**src/hw/rtl/mpct_pkg.sv**
```systemverilog
// ----------------------------------------------------------------------------
// mpct_pkg
// Shared widths, codes, reset values and types of the mouse packet cursor
// tracker.
// ----------------------------------------------------------------------------
`default_nettype none

package mpct_pkg;

   localparam int BYTE_BITS          = 8;
   localparam int SIZE_BITS          = 13;   // screen size and cursor fields
   localparam int COORD_BITS_DEFAULT = 13;
   localparam int CSR_INDEX_BITS     = 2;

   // configuration register indexes
   localparam logic [CSR_INDEX_BITS-1:0] CSR_ENABLE        = 2'd0;
   localparam logic [CSR_INDEX_BITS-1:0] CSR_SCREEN_WIDTH  = 2'd1;
   localparam logic [CSR_INDEX_BITS-1:0] CSR_SCREEN_HEIGHT = 2'd2;

   localparam logic [SIZE_BITS-1:0] SCREEN_WIDTH_RESET  = 13'd1024;
   localparam logic [SIZE_BITS-1:0] SCREEN_HEIGHT_RESET = 13'd768;

   // header byte layout
   localparam int                   SYNC_BIT      = 3;
   localparam logic [BYTE_BITS-1:0] OVERFLOW_MASK = 8'hC0;

   // a complete packet from the assembler
   typedef struct packed {
      logic                 keep;   // third byte of a packet without overflow
      logic [BYTE_BITS-1:0] dx;
      logic [BYTE_BITS-1:0] dy;
   } packet_type;

   // screen limits handed to the cursor update
   typedef struct packed {
      logic [SIZE_BITS-1:0] width;
      logic [SIZE_BITS-1:0] height;
   } screen_type;

endpackage

`default_nettype wire

```
**src/hw/rtl/mpct_req_if.sv**
```systemverilog
// ----------------------------------------------------------------------------
// mpct_req_if
// Byte channel into the tracker: valid, ready and one received byte.
// ----------------------------------------------------------------------------
`default_nettype none

interface mpct_req_if;
   logic                           valid;
   logic                           ready;
   logic [mpct_pkg::BYTE_BITS-1:0] rx_byte;

   modport source (output valid, output rx_byte, input ready);
   modport sink   (input valid, input rx_byte, output ready);
endinterface

`default_nettype wire

```
**src/hw/rtl/mpct_rsp_if.sv**
```systemverilog
// ----------------------------------------------------------------------------
// mpct_rsp_if
// Cursor channel out of the tracker: valid, ready and the cursor position.
// ----------------------------------------------------------------------------
`default_nettype none

interface mpct_rsp_if;
   logic                           valid;
   logic                           ready;
   logic [mpct_pkg::SIZE_BITS-1:0] cursor_x;
   logic [mpct_pkg::SIZE_BITS-1:0] cursor_y;

   modport source (output valid, output cursor_x, output cursor_y, input ready);
   modport sink   (input valid, input cursor_x, input cursor_y, output ready);
endinterface

`default_nettype wire

```
**src/hw/rtl/mpct_assembler.sv**
```systemverilog
// ----------------------------------------------------------------------------
// mpct_assembler
// Collects header, X and Y bytes into packets; drops headers without the
// sync bit.
// ----------------------------------------------------------------------------
`default_nettype none

module mpct_assembler (
   input  wire logic                           clock,
   input  wire logic                           reset,
   input  wire logic                           byte_take,   // accepted and enabled
   input  wire logic [mpct_pkg::BYTE_BITS-1:0] byte_data,
   output mpct_pkg::packet_type                packet
);

   localparam logic [1:0] IDX_HEADER = 2'd0;
   localparam logic [1:0] IDX_X      = 2'd1;
   localparam logic [1:0] IDX_Y      = 2'd2;

   logic [1:0]                     idx_ff, idx_in;
   logic [mpct_pkg::BYTE_BITS-1:0] hdr_ff, hdr_in;
   logic [mpct_pkg::BYTE_BITS-1:0] xd_ff, xd_in;

   always_comb begin
      idx_in = idx_ff;
      hdr_in = hdr_ff;
      xd_in  = xd_ff;
      if (byte_take) begin
         case (idx_ff)
            IDX_HEADER: begin
               if (byte_data[mpct_pkg::SYNC_BIT]) begin
                  hdr_in = byte_data;
                  idx_in = IDX_X;
               end
            end
            IDX_X: begin
               xd_in  = byte_data;
               idx_in = IDX_Y;
            end
            default: begin
               idx_in = IDX_HEADER;
            end
         endcase
      end
   end

   always_comb begin
      packet.keep = byte_take && (idx_ff == IDX_Y)
                    && ((hdr_ff & mpct_pkg::OVERFLOW_MASK) == '0);
      packet.dx   = xd_ff;
      packet.dy   = byte_data;
   end

   always_ff @(posedge clock) begin
      if (reset) begin
         idx_ff <= IDX_HEADER;
      end else begin
         idx_ff <= idx_in;
      end
      hdr_ff <= hdr_in;
      xd_ff  <= xd_in;
   end

   // index only walks header -> X -> Y
   a_idx_legal: assert property (@(posedge clock) disable iff (reset)
      idx_ff != 2'd3) else $error("byte index out of range");

   a_idx_hold: assert property (@(posedge clock) disable iff (reset)
      !byte_take |=> $stable(idx_ff)) else $error("index moved without a byte");

   a_keep_after_x: assert property (@(posedge clock) disable iff (reset)
      packet.keep |-> $past(idx_ff) == IDX_X || $past(idx_ff) == IDX_Y)
      else $error("packet kept out of sequence");

endmodule

`default_nettype wire

```
**src/hw/rtl/mpct_cursor.sv**
```systemverilog
// ----------------------------------------------------------------------------
// mpct_cursor
// Holds the cursor position and applies clamped packet deltas.
// ----------------------------------------------------------------------------
`default_nettype none

module mpct_cursor #(
   parameter int COORD_BITS = mpct_pkg::COORD_BITS_DEFAULT
) (
   input  wire logic                           clock,
   input  wire logic                           reset,
   input  wire mpct_pkg::packet_type           packet,
   input  wire mpct_pkg::screen_type           screen,
   output logic                                moved,     // kept packet, nonzero delta
   output logic [mpct_pkg::SIZE_BITS-1:0]      next_x,
   output logic [mpct_pkg::SIZE_BITS-1:0]      next_y
);

   localparam int SB = mpct_pkg::SIZE_BITS;
   localparam int BB = mpct_pkg::BYTE_BITS;
   // wide enough for position, limit and sign
   localparam int W  = ((COORD_BITS > SB) ? COORD_BITS : SB) + 2;

   logic [COORD_BITS-1:0] pos_x_ff, pos_x_in;
   logic [COORD_BITS-1:0] pos_y_ff, pos_y_in;

   function automatic logic [COORD_BITS-1:0] clamp(
      input logic signed [W-1:0] v,
      input logic [SB-1:0]       size
   );
      logic [W-1:0] lim;
      logic [W-1:0] cap;
      begin
         lim = (size == '0) ? '0 : {{(W-SB){1'b0}}, size - 1'b1};
         cap = {{(W-COORD_BITS){1'b0}}, {COORD_BITS{1'b1}}};
         if (lim > cap) lim = cap;
         if (v < 0)
            clamp = '0;
         else if ($unsigned(v) > lim)
            clamp = lim[COORD_BITS-1:0];
         else
            clamp = v[COORD_BITS-1:0];
      end
   endfunction

   logic signed [W-1:0] sum_x, sum_y;

   always_comb begin
      sum_x = $signed({{(W-COORD_BITS){1'b0}}, pos_x_ff})
            + $signed({{(W-BB){packet.dx[BB-1]}}, packet.dx});
      sum_y = $signed({{(W-COORD_BITS){1'b0}}, pos_y_ff})
            - $signed({{(W-BB){packet.dy[BB-1]}}, packet.dy});
      pos_x_in = pos_x_ff;
      pos_y_in = pos_y_ff;
      if (packet.keep) begin
         pos_x_in = clamp(sum_x, screen.width);
         pos_y_in = clamp(sum_y, screen.height);
      end
      moved  = packet.keep && ((packet.dx != '0) || (packet.dy != '0));
      next_x = SB'(pos_x_in);
      next_y = SB'(pos_y_in);
   end

   always_ff @(posedge clock) begin
      if (reset) begin
         pos_x_ff <= '0;
         pos_y_ff <= '0;
      end else begin
         pos_x_ff <= pos_x_in;
         pos_y_ff <= pos_y_in;
      end
   end

   a_pos_hold: assert property (@(posedge clock) disable iff (reset)
      !packet.keep |=> $stable(pos_x_ff) && $stable(pos_y_ff))
      else $error("cursor moved without a packet");

   a_x_in_screen: assert property (@(posedge clock) disable iff (reset)
      packet.keep && screen.width != '0 |=>
         {{(W-COORD_BITS){1'b0}}, pos_x_ff} < {{(W-SB){1'b0}}, $past(screen.width)})
      else $error("cursor x past screen edge");

   a_y_in_screen: assert property (@(posedge clock) disable iff (reset)
      packet.keep && screen.height != '0 |=>
         {{(W-COORD_BITS){1'b0}}, pos_y_ff} < {{(W-SB){1'b0}}, $past(screen.height)})
      else $error("cursor y past screen edge");

endmodule

`default_nettype wire

```
**src/hw/rtl/mouse_packet_cursor_tracker.sv**
```systemverilog
// ----------------------------------------------------------------------------
// mouse_packet_cursor_tracker
// Assembles three-byte mouse packets and tracks a clamped screen cursor.
// ----------------------------------------------------------------------------
//
//   channel  dir  handshake          payload
//   req      in   valid / ready      rx_byte[7:0]
//   rsp      out  valid / ready      cursor_x[12:0], cursor_y[12:0]
//   csr      in   csr_we             csr_index[1:0], csr_wdata[12:0]
//
// One byte per cycle. A byte is taken in the cycle it is offered while
// req.ready is high; the third byte of a moving packet puts the cursor in the
// output register in the next cycle. The output register is the only stall
// point: req.ready drops only while a cursor item waits and rsp.ready is low.
// Disabled bytes drop. Synchronous reset clears packet index, cursor, enable.
// ----------------------------------------------------------------------------
`default_nettype none

module mouse_packet_cursor_tracker #(
   parameter int COORD_BITS = mpct_pkg::COORD_BITS_DEFAULT
) (
   input  wire logic                                clock,
   input  wire logic                                reset,
   mpct_req_if.sink                                 req,
   mpct_rsp_if.source                               rsp,
   input  wire logic                                csr_we,
   input  wire logic [mpct_pkg::CSR_INDEX_BITS-1:0] csr_index,
   input  wire logic [mpct_pkg::SIZE_BITS-1:0]      csr_wdata
);

   localparam int SB = mpct_pkg::SIZE_BITS;

   // configuration
   logic                 enable_ff;
   logic [SB-1:0]        width_ff;
   logic [SB-1:0]        height_ff;
   mpct_pkg::screen_type screen;

   // output register
   logic                 rsp_valid_ff, rsp_valid_in;
   logic [SB-1:0]        rsp_x_ff, rsp_y_ff;

   logic                 take;        // byte accepted this cycle
   mpct_pkg::packet_type packet;
   logic                 moved;
   logic [SB-1:0]        next_x, next_y;

   always_ff @(posedge clock) begin
      if (reset) begin
         enable_ff <= 1'b0;
         width_ff  <= mpct_pkg::SCREEN_WIDTH_RESET;
         height_ff <= mpct_pkg::SCREEN_HEIGHT_RESET;
      end else if (csr_we) begin
         case (csr_index)
            mpct_pkg::CSR_ENABLE:        enable_ff <= csr_wdata[0];
            mpct_pkg::CSR_SCREEN_WIDTH:  width_ff  <= csr_wdata;
            mpct_pkg::CSR_SCREEN_HEIGHT: height_ff <= csr_wdata;
            default: begin
               // unmapped index: no register
            end
         endcase
      end
   end

   assign screen.width  = width_ff;
   assign screen.height = height_ff;

   // new byte fits whenever the output slot is free or draining
   assign req.ready = !rsp_valid_ff || rsp.ready;
   assign take      = req.valid && req.ready && enable_ff;

   mpct_assembler u_assembler (
      .clock     (clock),
      .reset     (reset),
      .byte_take (take),
      .byte_data (req.rx_byte),
      .packet    (packet)
   );

   mpct_cursor #(
      .COORD_BITS (COORD_BITS)
   ) u_cursor (
      .clock  (clock),
      .reset  (reset),
      .packet (packet),
      .screen (screen),
      .moved  (moved),
      .next_x (next_x),
      .next_y (next_y)
   );

   always_comb begin
      rsp_valid_in = rsp_valid_ff && !rsp.ready;
      if (moved) rsp_valid_in = 1'b1;
   end

   always_ff @(posedge clock) begin
      if (reset) begin
         rsp_valid_ff <= 1'b0;
      end else begin
         rsp_valid_ff <= rsp_valid_in;
      end
      if (moved) begin
         rsp_x_ff <= next_x;
         rsp_y_ff <= next_y;
      end
   end

   assign rsp.valid    = rsp_valid_ff;
   assign rsp.cursor_x = rsp_x_ff;
   assign rsp.cursor_y = rsp_y_ff;

   // a waiting item is never overwritten by a new one
   a_no_overwrite: assert property (@(posedge clock) disable iff (reset)
      rsp_valid_ff && !rsp.ready |-> !moved) else $error("cursor item overwritten");

   // stall only while an item waits
   a_stall_cause: assert property (@(posedge clock) disable iff (reset)
      !req.ready |-> rsp_valid_ff) else $error("input stalled with empty output");

   // a fresh item follows an accepted, enabled byte
   a_item_source: assert property (@(posedge clock) disable iff (reset)
      $rose(rsp_valid_ff) |-> $past(take)) else $error("item without a byte");

   // disabled bytes leave the cursor output alone
   a_disabled_quiet: assert property (@(posedge clock) disable iff (reset)
      req.valid && req.ready && !enable_ff |=> $stable(rsp_x_ff) && $stable(rsp_y_ff))
      else $error("disabled byte changed the cursor");

endmodule

`default_nettype wire
```
**src/flat_wrapper.sv**
```systemverilog
// flat-port wrapper written by rule: the top's interface ports become plain ports
module mouse_packet_cursor_tracker_flat 
#(
   parameter int COORD_BITS = mpct_pkg::COORD_BITS_DEFAULT
)
  (clock, reset, csr_we, csr_index, csr_wdata, req_valid, req_rx_byte, req_ready, rsp_valid, rsp_cursor_x, rsp_cursor_y, rsp_ready);
  mpct_req_if req_i ();
  mpct_rsp_if rsp_i ();
  input  wire logic clock;
  input  wire logic reset;
  input  wire logic csr_we;
  input  wire logic [mpct_pkg::CSR_INDEX_BITS-1:0] csr_index;
  input  wire logic [mpct_pkg::SIZE_BITS-1:0] csr_wdata;
  input wire logic [$bits(req_i.valid)-1:0] req_valid;
  input wire logic [$bits(req_i.rx_byte)-1:0] req_rx_byte;
  output wire logic [$bits(req_i.ready)-1:0] req_ready;
  output wire logic [$bits(rsp_i.valid)-1:0] rsp_valid;
  output wire logic [$bits(rsp_i.cursor_x)-1:0] rsp_cursor_x;
  output wire logic [$bits(rsp_i.cursor_y)-1:0] rsp_cursor_y;
  input wire logic [$bits(rsp_i.ready)-1:0] rsp_ready;
  assign req_i.valid = req_valid;
  assign req_i.rx_byte = req_rx_byte;
  assign req_ready = req_i.ready;
  assign rsp_valid = rsp_i.valid;
  assign rsp_cursor_x = rsp_i.cursor_x;
  assign rsp_cursor_y = rsp_i.cursor_y;
  assign rsp_i.ready = rsp_ready;
  mouse_packet_cursor_tracker #(.COORD_BITS(COORD_BITS)) u_core (.clock(clock), .reset(reset), .req(req_i), .rsp(rsp_i), .csr_we(csr_we), .csr_index(csr_index), .csr_wdata(csr_wdata));
endmodule
```
**config.mk**
```make
export PLATFORM = sky130hd
export DESIGN_NAME = mouse_packet_cursor_tracker_flat
export DESIGN_NICKNAME = d
export VERILOG_FILES = /design/src/hw/rtl/mpct_pkg.sv /design/src/hw/rtl/mpct_req_if.sv /design/src/hw/rtl/mpct_rsp_if.sv /design/src/hw/rtl/mpct_assembler.sv /design/src/hw/rtl/mpct_cursor.sv /design/src/hw/rtl/mouse_packet_cursor_tracker.sv /design/src/flat_wrapper.sv
export SDC_FILE = /design/constraint.sdc
export NUM_CORES = 1
export LEC_CHECK = 0
export CAP_MARGIN = 20
export CORE_MARGIN = 2
export CORE_UTILIZATION = 40
export CTS_CLUSTER_DIAMETER = 60
export DETAILED_ROUTE_END_ITERATION = 7
export DONT_BUFFER_PORTS = 1
export SYNTH_ARGS = -nofsm -noshare
export SYNTH_HDL_FRONTEND = slang
export SYNTH_HIERARCHICAL = 1
export SYNTH_SLANG_ARGS = --single-unit
export TNS_END_PERCENT = 1
```
**constraint.sdc**
```tcl
create_clock -name clock -period 10.9 [get_ports clock]
set_input_delay 2.18 -clock clock [delete_from_list [all_inputs] [get_ports clock]]
set_output_delay 2.18 -clock clock [all_outputs]
set_load 0.05 [all_outputs]
```
==> results of run 1 <==
-- synthesized netlist by cell type (all sizes together) (3+ instances only) --
cell and n:
nor4 10, xor2 12, nor3b 4, o31ai 4, clkbuf 14, buf 16
mux2 4, nand3b 4, o211ai 5, a211oi 5, and3b 3, nor2 48
nand4 8, or2 3, o21a 8, nor2b 8, xnor2 27, inv 44
or3b 3, o22ai 16, o21ba 3, or3 6, and2 5, a21o 6
a21oi 34, o21ai 32, mux2i 42, dfxtp 56, o21bai 3, nand2b 46
nand3 20, or4 3, and3 3, ha 56, a31oi 7, nor3 8
nor4b 3, edfxtp 36, nand2 58
-- sequential cells by signal (all words and copies together), names as in the netlist --
name / cells
u_core/u_assembler/hdr_ff: 2
u_core/width_ff: 13
u_core/u_cursor/pos_y_ff: 13
u_core/rsp.cursor_x: 13
u_core/enable_ff: 1
u_core/u_assembler/xd_ff: 8
u_core/u_assembler/idx_ff: 2
u_core/u_cursor/pos_x_ff: 13
u_core/rsp.cursor_y: 13
u_core/height_ff: 13
u_core/rsp.valid: 1
-- cell type report --
| class | instances | area (µm²) | share of cell area [%] |
|---|---|---|---|
| clock inverter | 6 | 62.56 | 0.9203 |
| timing repair buffer | 4 | 42.54 | 0.6258 |
| sequential | 92 | 2202 | 32.39 |
| clock buffer | 10 | 229.0 | 3.368 |
| tap | 216 | 270.3 | 3.976 |
| inverter | 44 | 165.2 | 2.430 |
| multi-input combinational | 531 | 3826 | 56.29 |
-- stage by stage --
| step | instances | power, mW |
|---|---|---|
| floorplan | 697 | 0.4573 |
| global placement | 886 | 0.4738 |
| detailed placement | 887 | 0.4780 |
| CTS | 903 | 0.7944 |
| global route | 903 | 0.8197 |
| finish | 903 | 0.7871 |
-- power by group through the flow --
stage	Combinational, mW	Clock [mW]	Sequential, mW
3_5_place_dp	0.107	0	0.371
4_1_cts	0.108	0.323	0.363
6_report	0.108	0.315	0.363
3_3_place_gp	0.103	0	0.371
5_1_grt	0.121	0.335	0.364
2_1_floorplan	0.0875	0	0.370
-- worst max path at each step --
stage,startpoint,to
2_1_floorplan,req_rx_byte[0],u_core/rsp.cursor_y[0]$_DFFE_PP_
3_3_place_gp,req_rx_byte[0],u_core/rsp.cursor_y[2]$_DFFE_PP_
3_5_place_dp,req_rx_byte[0],u_core/rsp.cursor_y[1]$_DFFE_PP_
4_1_cts,req_rx_byte[0],u_core/rsp.cursor_y[1]$_DFFE_PP_
5_1_grt,req_rx_byte[0],u_core/rsp.cursor_y[10]$_DFFE_PP_
6_report,req_rx_byte[0],u_core/rsp.cursor_y[1]$_DFFE_PP_
-- worst max-delay path, stage by stage --
cell	delay [ns]
ha_1	0.15
inv_1	0.06
fa_1	0.39
a21oi_1	0.21
o211ai_2	0.15
or4b_2	0.64
a31o_2	0.25
a21oi_1	0.18
xnor2_1	0.11
ha_1	0.31
nand4_1	0.11
nor2_1	0.19
nand2_1	0.09
o31ai_1	0.59
o21ai_1	0.16
buf_4	0.24
mux2i_1	0.24
o21ai_0	0.10
-- cell families (layout without fill, tap and decap cells) --
| group | Yosys count | after routing | share of synthesized area (%) |
|---|---|---|---|
| muxes | 46 | 46 | 7.327 |
| AOI/OAI and AO/OA | 142 | 142 | 14.95 |
| adders and majority gates | 58 | 58 | 11.66 |
| DFF | 92 | 92 | 34.67 |
| xor gates and xnor gates | 39 | 39 | 5.377 |
| and+or+nand+nor | 246 | 246 | 20.62 |
| buffers and inverters | 74 | 64 | 5.397 |
-- per-layer routing --
metal / routed length, µm / GRT usage (%) / share of wire [%] / up-vias
li1: - / - / - / 2486
met1: 7829 / 27.64 / 49 / 2444
met2: 6799 / 29.84 / 43 / 161
met3: 1075 / 4.018 / 6.8 / 18
met4: 219 / 5.819 / 1.4 / 0
met5: 0 / 0 / 0 / -
==> parameters.txt, run 1 <==
Parameter                              Value

Outcome
  Result of the run ... complete, no violations

Final layout
  Total number of nets in the final design ... 768
  Most frequent cells in the layout ... nand2_1, dfxtp_1, ha_1
  Proportion of layout cells with a drive suffix above 1 ... 6.405%
  Final Util ... 43.26%
  Final instance area ... 6798 µm²
  Filler cells ... 1520
  Ant diodes ... 0
  Area growth, synth to finish ... 7.012%
  Most common library cell in the layout ignoring fill and taps ... nand2_1

Worst setup path
  Element type at the critical path start ... input pin
  Type of element capturing the critical path ... flop
  Endpoint of the worst-slack reg-to-reg timing path ... u_core/rsp.cursor_y[1]$_DFFE_PP_
  Worst reg2reg path depth ... 19
  Largest fanout on the critical path ... 11
  Start-to-end type of the worst setup path ... input pin to flop
  Req. time, crit path ... 10.98 ns
  FF-to-FF setup slack ... 6.03 ns
  Origin of the critical flop-to-flop path ... u_core/u_cursor/pos_y_ff[0]$_SDFF_PP0_
  Data arrival time of the critical path ... 6.38 ns

Logic synthesis
  Syn Nets ... 783
  Dominant register cell in the synthesized netlist ... dfxtp_1
  Cell variety after synth ... 76
  Library cell with the largest summed area after synthesis ... dfxtp_1
  Proportion of synthesized flip-flops having asynchronous set or reset ... 0%
  Post-synthesis sequential area ratio ... 34.67%
  Share of Yosys cell area claimed by the top area cell type ... 17.65%
  Synth Area per Inst ... 9.114 µm²
  Count of flip-flops with a built-in enable after synthesis ... 36
  Post-synthesis sequential element count ... 92
  Instance count of the mapped netlist ... 697
  Combined area of all synthesized cells ... 6352 µm²
  Most area-consuming cells after synthesis ... dfxtp_1, edfxtp_1, ha_1
  Yosys warns ... 6

Detailed routing
  Number of antenna-violating nets in the routed design ... 0
  Total Wirelength ... 15920 µm
  Average wire per cell in the routed design ... 17.63 µm
  Vias/cell ... 5.658
  DRC violation count after routing ... 0
  Number of detailed-route iterations in the first pass ... 5
  Initial drt markers ... 430
  Vias post-DR ... 5109

Power and ir drop
  Highest ir drop seen on vdd ... 0.00008294 V
  Reg power frac ... 46.2%
  Clock network fraction of total power ... 40.1%
  Internal Power ... 0.5831 mW
  Switching pwr ... 0.2041 mW
  Leak Pwr ... 2.853 nW
  Power per cell area ... 115.8 nW/µm²
  Portion of total power attributed to combinational logic ... 13.8%
  Switch share ... 25.92%

STA
  Actual slew at the worst max-slew pin ... 0.8683 ns
  Worst hold slack ... 0.4587 ns
  Clk_skew ... 0.006919 ns
  Final setup margin ... 4.599 ns
  Remaining max-slew budget at the tightest pin ... 42.05%
  Setup TNS after final layout ... 0 ns
  Highest attainable clock frequency ... 158.7 MHz
  Final worst-path cycle share ... 57.81%
  Final setup violation count ... 0
  Clock period minus worst slack ... 6.302 ns
  Final count of pins violating max slew ... 0
  RSZ-0062 raised after global routing ... false
  Count of endpoints failing hold in the final timing report ... 0

Clock network
  Clock root buffer master ... clkbuf_16
  Post-cts repair resize count ... 0
  Post-CTS setup buffer count ... 0
  Largest buffer count on any clock path ... 2
  Worst skew pair latency ... 0.34 ns
  Count of H-tree levels built during CTS ... 3
  Clock tree from TritonCTS ... yes
  Clock slew at reported path FFs ... 0.07 ns
  CTS sink cnt ... 92
  TritonCTS Buffers ... 9
  # hold bufs at CTS ... 0

Hold path
  Instance count along the most critical hold path ... 2
  Worst min path class ... flop to flop
  Hold path start ... u_core/u_cursor/pos_y_ff[0]$_SDFF_PP0_
  Worst hold path endpoint ... u_core/u_cursor/pos_y_ff[0]$_SDFF_PP0_

Floorplan
  Initial core utilization ... 40.43%
  Num ports ... 56
  CORE AREA ... 15710 µm²
  Die footprint ... 16910 µm²
  Die H ... 130.0 µm
  Number of placement rows ... 46
  Horizontal die dimension ... 130.0 µm

Run
  Max capacitance violation total ... 0

Global route
  Overall fraction of global-route tracks in use ... 19.46%
  Number of antenna violations at the first check in global routing ... 0
  Via count of the first global-routing pass ... 4978
  Largest net degree at the start of global routing ... 76
  Global route total overflow ... 0
  Wire length of the first global-routing pass ... 25760 µm

Placement
  Number of port buffers ... 0
  Placed instance area ... 6506 µm²
  HPWL after detailed placement ... 12000 µm
  Worst slack at placement ... 4.297 ns
  RePlAce Congestion ... 0.9148
(Power assumes the default switching activity.)
==> inputs of run 2 (changes only) <==
ABC_AREA = 1   (was unset)
clock period = 5.6 ns   (was 10.9 ns; I/O delays follow)
==> parameters.txt, run 2 <==
Parameter                              Value

Logic synthesis
  Count of flip-flops with a built-in enable after synthesis ... 36
  Share of Yosys cell area claimed by the top area cell type ... 16.27%
  Syn Nets ... 998
  Cell variety after synth ... 48
  Post-synthesis sequential area ratio ... 31.96%
  Instance count of the mapped netlist ... 912
  Most area-consuming cells after synthesis ... dfxtp_1, edfxtp_1, nand2_1
  Cell with the most instances after synthesis ... nand2_1
  Combined area of all synthesized cells ... 6890 µm²
  Dominant register cell in the synthesized netlist ... dfxtp_1
  List of most frequent post-synthesis cells ... nand2_1, inv_1, nor2_1
  Yosys warns ... 6
  Combinational family with the most area after synthesis ... simple AND/OR/NAND/NOR gates
  Post-Synth XOR/XNOR Area ... 3.686%
  Post-Synth Adder-Cell Area ... 10.75%
  Post-synthesis sequential element count ... 92
  Synth Area per Inst ... 7.555 µm²
  Basic-gate share of the synthesized area counting and, or, nand and nor cells ... 34.21%
  Proportion of synthesized flip-flops having asynchronous set or reset ... 0%
  Synth Area in Compound Gates ... 8.898%
  Mux share of post-synthesis cell area ... 0%
  Library cell with the largest summed area after synthesis ... dfxtp_1

Worst setup path
  Start-to-end type of the worst setup path ... input pin to flop
  Type of element capturing the critical path ... flop
  Origin of the critical flop-to-flop path ... u_core/u_cursor/pos_y_ff[0]$_SDFF_PP0_
  Largest fanout on the critical path ... 14
  Element type at the critical path start ... input pin
  Critical Path Source ... req_rx_byte[0]
  Data arrival time of the critical path ... 4.64 ns
  Worst reg2reg path depth ... 22
  Req. time, crit path ... 5.71 ns

Global route
  Met1 GRT Util ... 27.20%
  Global-route track usage on met3 ... 4.377%
  Global route total overflow ... 0
  Largest net degree at the start of global routing ... 31
  Number of antenna violations at the first check in global routing ... 0
  Via count of the first global-routing pass ... 5112
  Grt peak-use layer ... met1
  Wire length of the first global-routing pass ... 25900 µm
  Routing usage on met2 ... 24.53%
  Overall fraction of global-route tracks in use ... 17.89%

Floorplan
  Number of placement rows ... 47
  Die footprint ... 18290 µm²
  CORE AREA ... 16700 µm²
  Horizontal die dimension ... 135.2 µm
  Num ports ... 56
  Initial core utilization ... 41.26%
  Die H ... 135.2 µm

Power and ir drop
  Reg power frac ... 42.9%
  Switching pwr ... 0.4680 mW
  Leak Pwr ... 3.501 nW
  Tot Pwr ... 1.666 mW
  Power per cell area ... 228.4 nW/µm²
  Portion of total power attributed to combinational logic ... 15.8%
  Clock network fraction of total power ... 41.3%
  Switch share ... 28.10%
  Internal Power ... 1.198 mW
  Highest ir drop seen on vdd ... 0.0001832 V

Placement
  Number of port buffers ... 0
  HPWL after detailed placement ... 11810 µm
  Worst slack at placement ... 0.7329 ns
  RePlAce Congestion ... 0.8864
  Placed instance area ... 6960 µm²

Detailed routing
  Average wire per cell in the routed design ... 13.89 µm
  Number of detailed-route iterations in the first pass ... 5
  Vias/cell ... 4.947
  Initial drt markers ... 366
  Vias post-DR ... 5541
  DRC violation count after routing ... 0
  Number of antenna-violating nets in the routed design ... 0
  Total Wirelength ... 15560 µm

Clock network
  Post-CTS setup buffer count ... 0
  Count of H-tree levels built during CTS ... 3
  TritonCTS Buffers ... 9
  CTS sink cnt ... 92
  Worst skew pair latency ... 0.35 ns
  Clock tree from TritonCTS ... yes
  Clock slew at reported path FFs ... 0.07 ns
  Clock root buffer master ... clkbuf_16
  Post-cts repair resize count ... 0
  Largest buffer count on any clock path ... 2
  # hold bufs at CTS ... 0

Final layout
  Ant diodes ... 0
  Final instance area ... 7292 µm²
  Most common library cell in the layout ignoring fill and taps ... nand2_1
  Final Util ... 43.66%
  Area growth, synth to finish ... 5.829%
  Proportion of layout cells with a drive suffix above 1 ... 13.78%
  Total number of nets in the final design ... 981
  Filler cells ... 1712
  Most frequent cells in the layout ... nand2_1, inv_1, nor2_1

Run
  Max capacitance violation total ... 0

STA
  Highest attainable clock frequency ... 220.9 MHz
  Clk_skew ... 0.007783 ns
  Remaining max-slew budget at the tightest pin ... 33.33%
  Final setup violation count ... 0
  RSZ-0062 raised after global routing ... false
  Actual slew at the worst max-slew pin ... 0.9990 ns
  Final worst-path cycle share ... 80.85%
  Final setup margin ... 1.073 ns
  Final count of pins violating max slew ... 0
  Count of endpoints failing hold in the final timing report ... 0
  Setup TNS after final layout ... 0 ns
  Clock period minus worst slack ... 4.527 ns

Hold path
  Worst min path class ... flop to flop
  Hold path start ... u_core/u_cursor/pos_x_ff[0]$_SDFF_PP0_
  Instance count along the most critical hold path ... 2

Outcome
  Result of the run ... complete, no violations
## run 2: cell types whose count changed in the layout (fill, tap and decap cells not counted), sizes merged, moves of 33 or more
cell / before / now
mux2i: 42 / 0
nand3: 20 / 80
nand2: 58 / 264
inv: 46 / 128
a21oi: 34 / 67
nor2: 48 / 96
nand2b: 46 / 0
## run 2: cell families (layout without fill, tap and decap cells)
logic type,Yosys count,in the layout
xor+xnor,29,29
fa+ha+maj,58,58
compound gates,88,88
flops,92,92
buf+inv,159,147
simple gates,486,486
## run 2: worst max-delay path: stages
cell     delay, ns
ha_1          0.12
inv_1         0.06
fa_1          0.40
nand2_1       0.08
nand2_1       0.07
nand3_1       0.09
nand2_1       0.10
a21oi_1       0.24
o21ai_1       0.14
xnor2_1       0.34
inv_1         0.08
ha_1          0.30
inv_1         0.05
nor3_1        0.23
nand4_1       0.11
nor4_1        0.26
nand2_2       0.25
nand2_4       0.36
nand2_1       0.08
nand3_1       0.11
nand2_1       0.06
## run 2: worst paths after layout
check,endpoint,slack [ns]
worst min register to register,u_core/u_cursor/pos_x_ff[0]$_SDFF_PP0_,0.49
worst min-delay path,u_core/u_cursor/pos_x_ff[0]$_SDFF_PP0_,0.49
worst max-delay path,u_core/rsp.cursor_y[1]$_DFFE_PP_,1.07
worst max register to register,u_core/rsp.cursor_y[1]$_DFFE_PP_,1.47
## run 2: through the flow
stage / instances / hold WS [ns]
detailed placement: 1104 / 0.4803
global route: 1120 / 0.5170
CTS: 1120 / 0.4919
floorplan: 912 / 0.4514
finish: 1120 / 0.4923
global placement: 1104 / 0.4769
## run 2: power by group through the flow
stage                     Clock [mW]  Sequential (mW)  Combinational, mW
final                          0.689            0.714              0.263
after global routing           0.730            0.716              0.304
after detailed placement           0            0.729              0.262
after CTS                      0.705            0.714              0.263
after global placement             0            0.729              0.260
after floorplan                    0            0.725              0.228
## run 2: final cells by class
type | instances | area (µm²) | area share (%)
inverter | 129 | 484.2 | 6.640
timing repair buffer | 2 | 15.01 | 0.2059
sequential | 92 | 2202 | 30.20
clock buffer | 9 | 225.2 | 3.089
clock inverter | 7 | 106.4 | 1.458
multi-input combinational | 661 | 3984 | 54.63
tap | 220 | 275.3 | 3.775
## run 2: layer usage
metal | share of wire (%) | wire (µm)
met1 | 53 | 8321
met2 | 38 | 5897
met3 | 6.9 | 1070
met4 | 1.7 | 270
met5 | 0 | 0
==> inputs of run 3 (changes only) <==
clock period = 4.6 ns   (was 5.6 ns; I/O delays follow)
==> parameters.txt, run 3 (synthesis results as in run 2) <==
Parameter                              Value

Outcome
  Result of the run ... complete, no violations

Global route
  Largest net degree at the start of global routing ... 31
  Global route total overflow ... 0
  Wire length of the first global-routing pass ... 25440 µm
  Overall fraction of global-route tracks in use ... 17.76%
  Number of antenna violations at the first check in global routing ... 0
  Via count of the first global-routing pass ... 5042

Clock network
  Clock slew at reported path FFs ... 0.07 ns
  TritonCTS Buffers ... 9
  Largest buffer count on any clock path ... 2
  Post-cts repair resize count ... 0
  Clock root buffer master ... clkbuf_16
  # hold bufs at CTS ... 0
  CTS sink cnt ... 92
  Count of H-tree levels built during CTS ... 3
  Worst skew pair latency ... 0.35 ns
  Clock tree from TritonCTS ... yes
  Post-CTS setup buffer count ... 0

Detailed routing
  Average wire per cell in the routed design ... 13.70 µm
  Met1 Routed Length ... 8233 µm
  Wire length on met3 ... 1016 µm
  Amount of wire on met2 after detailed routing ... 5991 µm
  DRC violation count after routing ... 0
  Initial drt markers ... 344
  Number of antenna-violating nets in the routed design ... 0
  Total Wirelength ... 15430 µm
  Number of detailed-route iterations in the first pass ... 5
  Vias post-DR ... 5431
  Vias/cell ... 4.823
  Top routing layer in use ... met4

STA
  Remaining max-slew budget at the tightest pin ... 52.48%
  Final worst-path cycle share ... 86.73%
  Actual slew at the worst max-slew pin ... 0.7085 ns
  Clock period minus worst slack ... 3.989 ns
  Final setup violation count ... 0
  RSZ-0062 raised after global routing ... false
  Clk_skew ... 0.008283 ns
  Highest attainable clock frequency ... 250.7 MHz
  Setup TNS after final layout ... 0 ns
  Count of endpoints failing hold in the final timing report ... 0
  Final count of pins violating max slew ... 0

Placement
  HPWL after detailed placement ... 11920 µm
  Placed insts ... 1110
  Placed instance area ... 7030 µm²
  RePlAce Congestion ... 0.8779
  Number of port buffers ... 0

Run
  Max capacitance violation total ... 0

Floorplan
  Die H ... 135.2 µm
  Number of placement rows ... 47
  Num ports ... 56
  CORE AREA ... 16700 µm²
  Horizontal die dimension ... 135.2 µm
  Initial core utilization ... 41.26%
  Die footprint ... 18290 µm²

Final layout
  Final instance area ... 7338 µm²
  Most common library cell in the layout ignoring fill and taps ... nand2_1
  Area growth, synth to finish ... 6.501%
  Most frequent cells in the layout ... nand2_1, inv_1, nor2_1
  Proportion of layout cells with a drive suffix above 1 ... 14.35%
  Total number of nets in the final design ... 987
  Ant diodes ... 0
  Number of non-filler instances in the completed layout ... 1126

Worst setup path
  FF-to-FF setup slack ... 0.61 ns
  Req. time, crit path ... 4.70 ns
  Type of element capturing the critical path ... flop
  Start-to-end type of the worst setup path ... flop to flop
  Largest fanout on the critical path ... 14
  Data arrival time of the critical path ... 4.09 ns
  Worst reg2reg path depth ... 25
  Element type at the critical path start ... flop

Power and ir drop
  Leak Pwr ... 3.527 nW
  Power per cell area ... 269.4 nW/µm²
  Tot Pwr ... 1.977 mW
  Highest ir drop seen on vdd ... 0.0001894 V

Hold path
  Instance count along the most critical hold path ... 2
  Worst min path class ... flop to flop
[run 3: final timing paths]
check,from,to
min,u_core/enable_ff$_SDFFE_PP0P_,u_core/enable_ff$_SDFFE_PP0P_
min reg2reg,u_core/enable_ff$_SDFFE_PP0P_,u_core/enable_ff$_SDFFE_PP0P_
max reg2reg,u_core/u_assembler/xd_ff[0]$_DFFE_PP_,u_core/rsp.cursor_x[12]$_DFFE_PP_
max,u_core/u_assembler/xd_ff[0]$_DFFE_PP_,u_core/rsp.cursor_x[12]$_DFFE_PP_
[run 3: cell type report]
type,count,area (µm²)
Fill cell,1720,9363
Multi-Input combinational cell,661,3984
Sequential cell,92,2202
Inverter,129,484.2
Tap cell,220,275.3
Clock buffer,9,225.2
Timing Repair Buffer,8,85.08
Clock inverter,7,82.58
[run 3: power breakdown]
group | switching, mW | internal (mW) | leakage [nW] | total [mW]
Sequential | 0.0152 | 0.854 | 0.747 | 0.869
Clock | 0.348 | 0.431 | 0.150 | 0.779
Combinational | 0.203 | 0.126 | 2.63 | 0.329
[run 3: per-layer routing]
metal | GRT usage (%) | vias to the layer above
met5 | 0 | -
met4 | 5.150 | 0
met3 | 4.602 | 13
met2 | 24.90 | 119
met1 | 26.62 | 2393
li1 | - | 2906
[run 3: worst max-delay path, cell delays in order, from the launching register on]
cell      delay (ns)
edfxtp_1        0.41
ha_1            0.28
fa_1            0.24
nand2_2         0.08
a21oi_2         0.22
nand2_2         0.09
nand2_4         0.10
nand2_1         0.07
o21ai_0         0.29
nor2_1          0.07
nor2_1          0.15
inv_1           0.07
ha_1            0.29
nand2_1         0.05
inv_1           0.06
nand3_1         0.09
nor2_1          0.14
inv_1           0.05
o21ai_1         0.12
nand3_1         0.08
nand2_1         0.08
nand2_2         0.19
nand2_4         0.22
nand2_1         0.07
nand3_1         0.14
nand2_1         0.08
[run 3: stage by stage]
step	hold WS (ns)	util, %	setup WS (ns)
4_1_cts	0.4975	43.94	0.6227
3_5_place_dp	0.4793	42.10	0.3432
3_3_place_gp	0.4721	42.10	0.4314
5_1_grt	0.5216	43.94	0.2053
2_1_floorplan	0.4514	-	0.4076
6_report	0.4937	43.94	0.6106
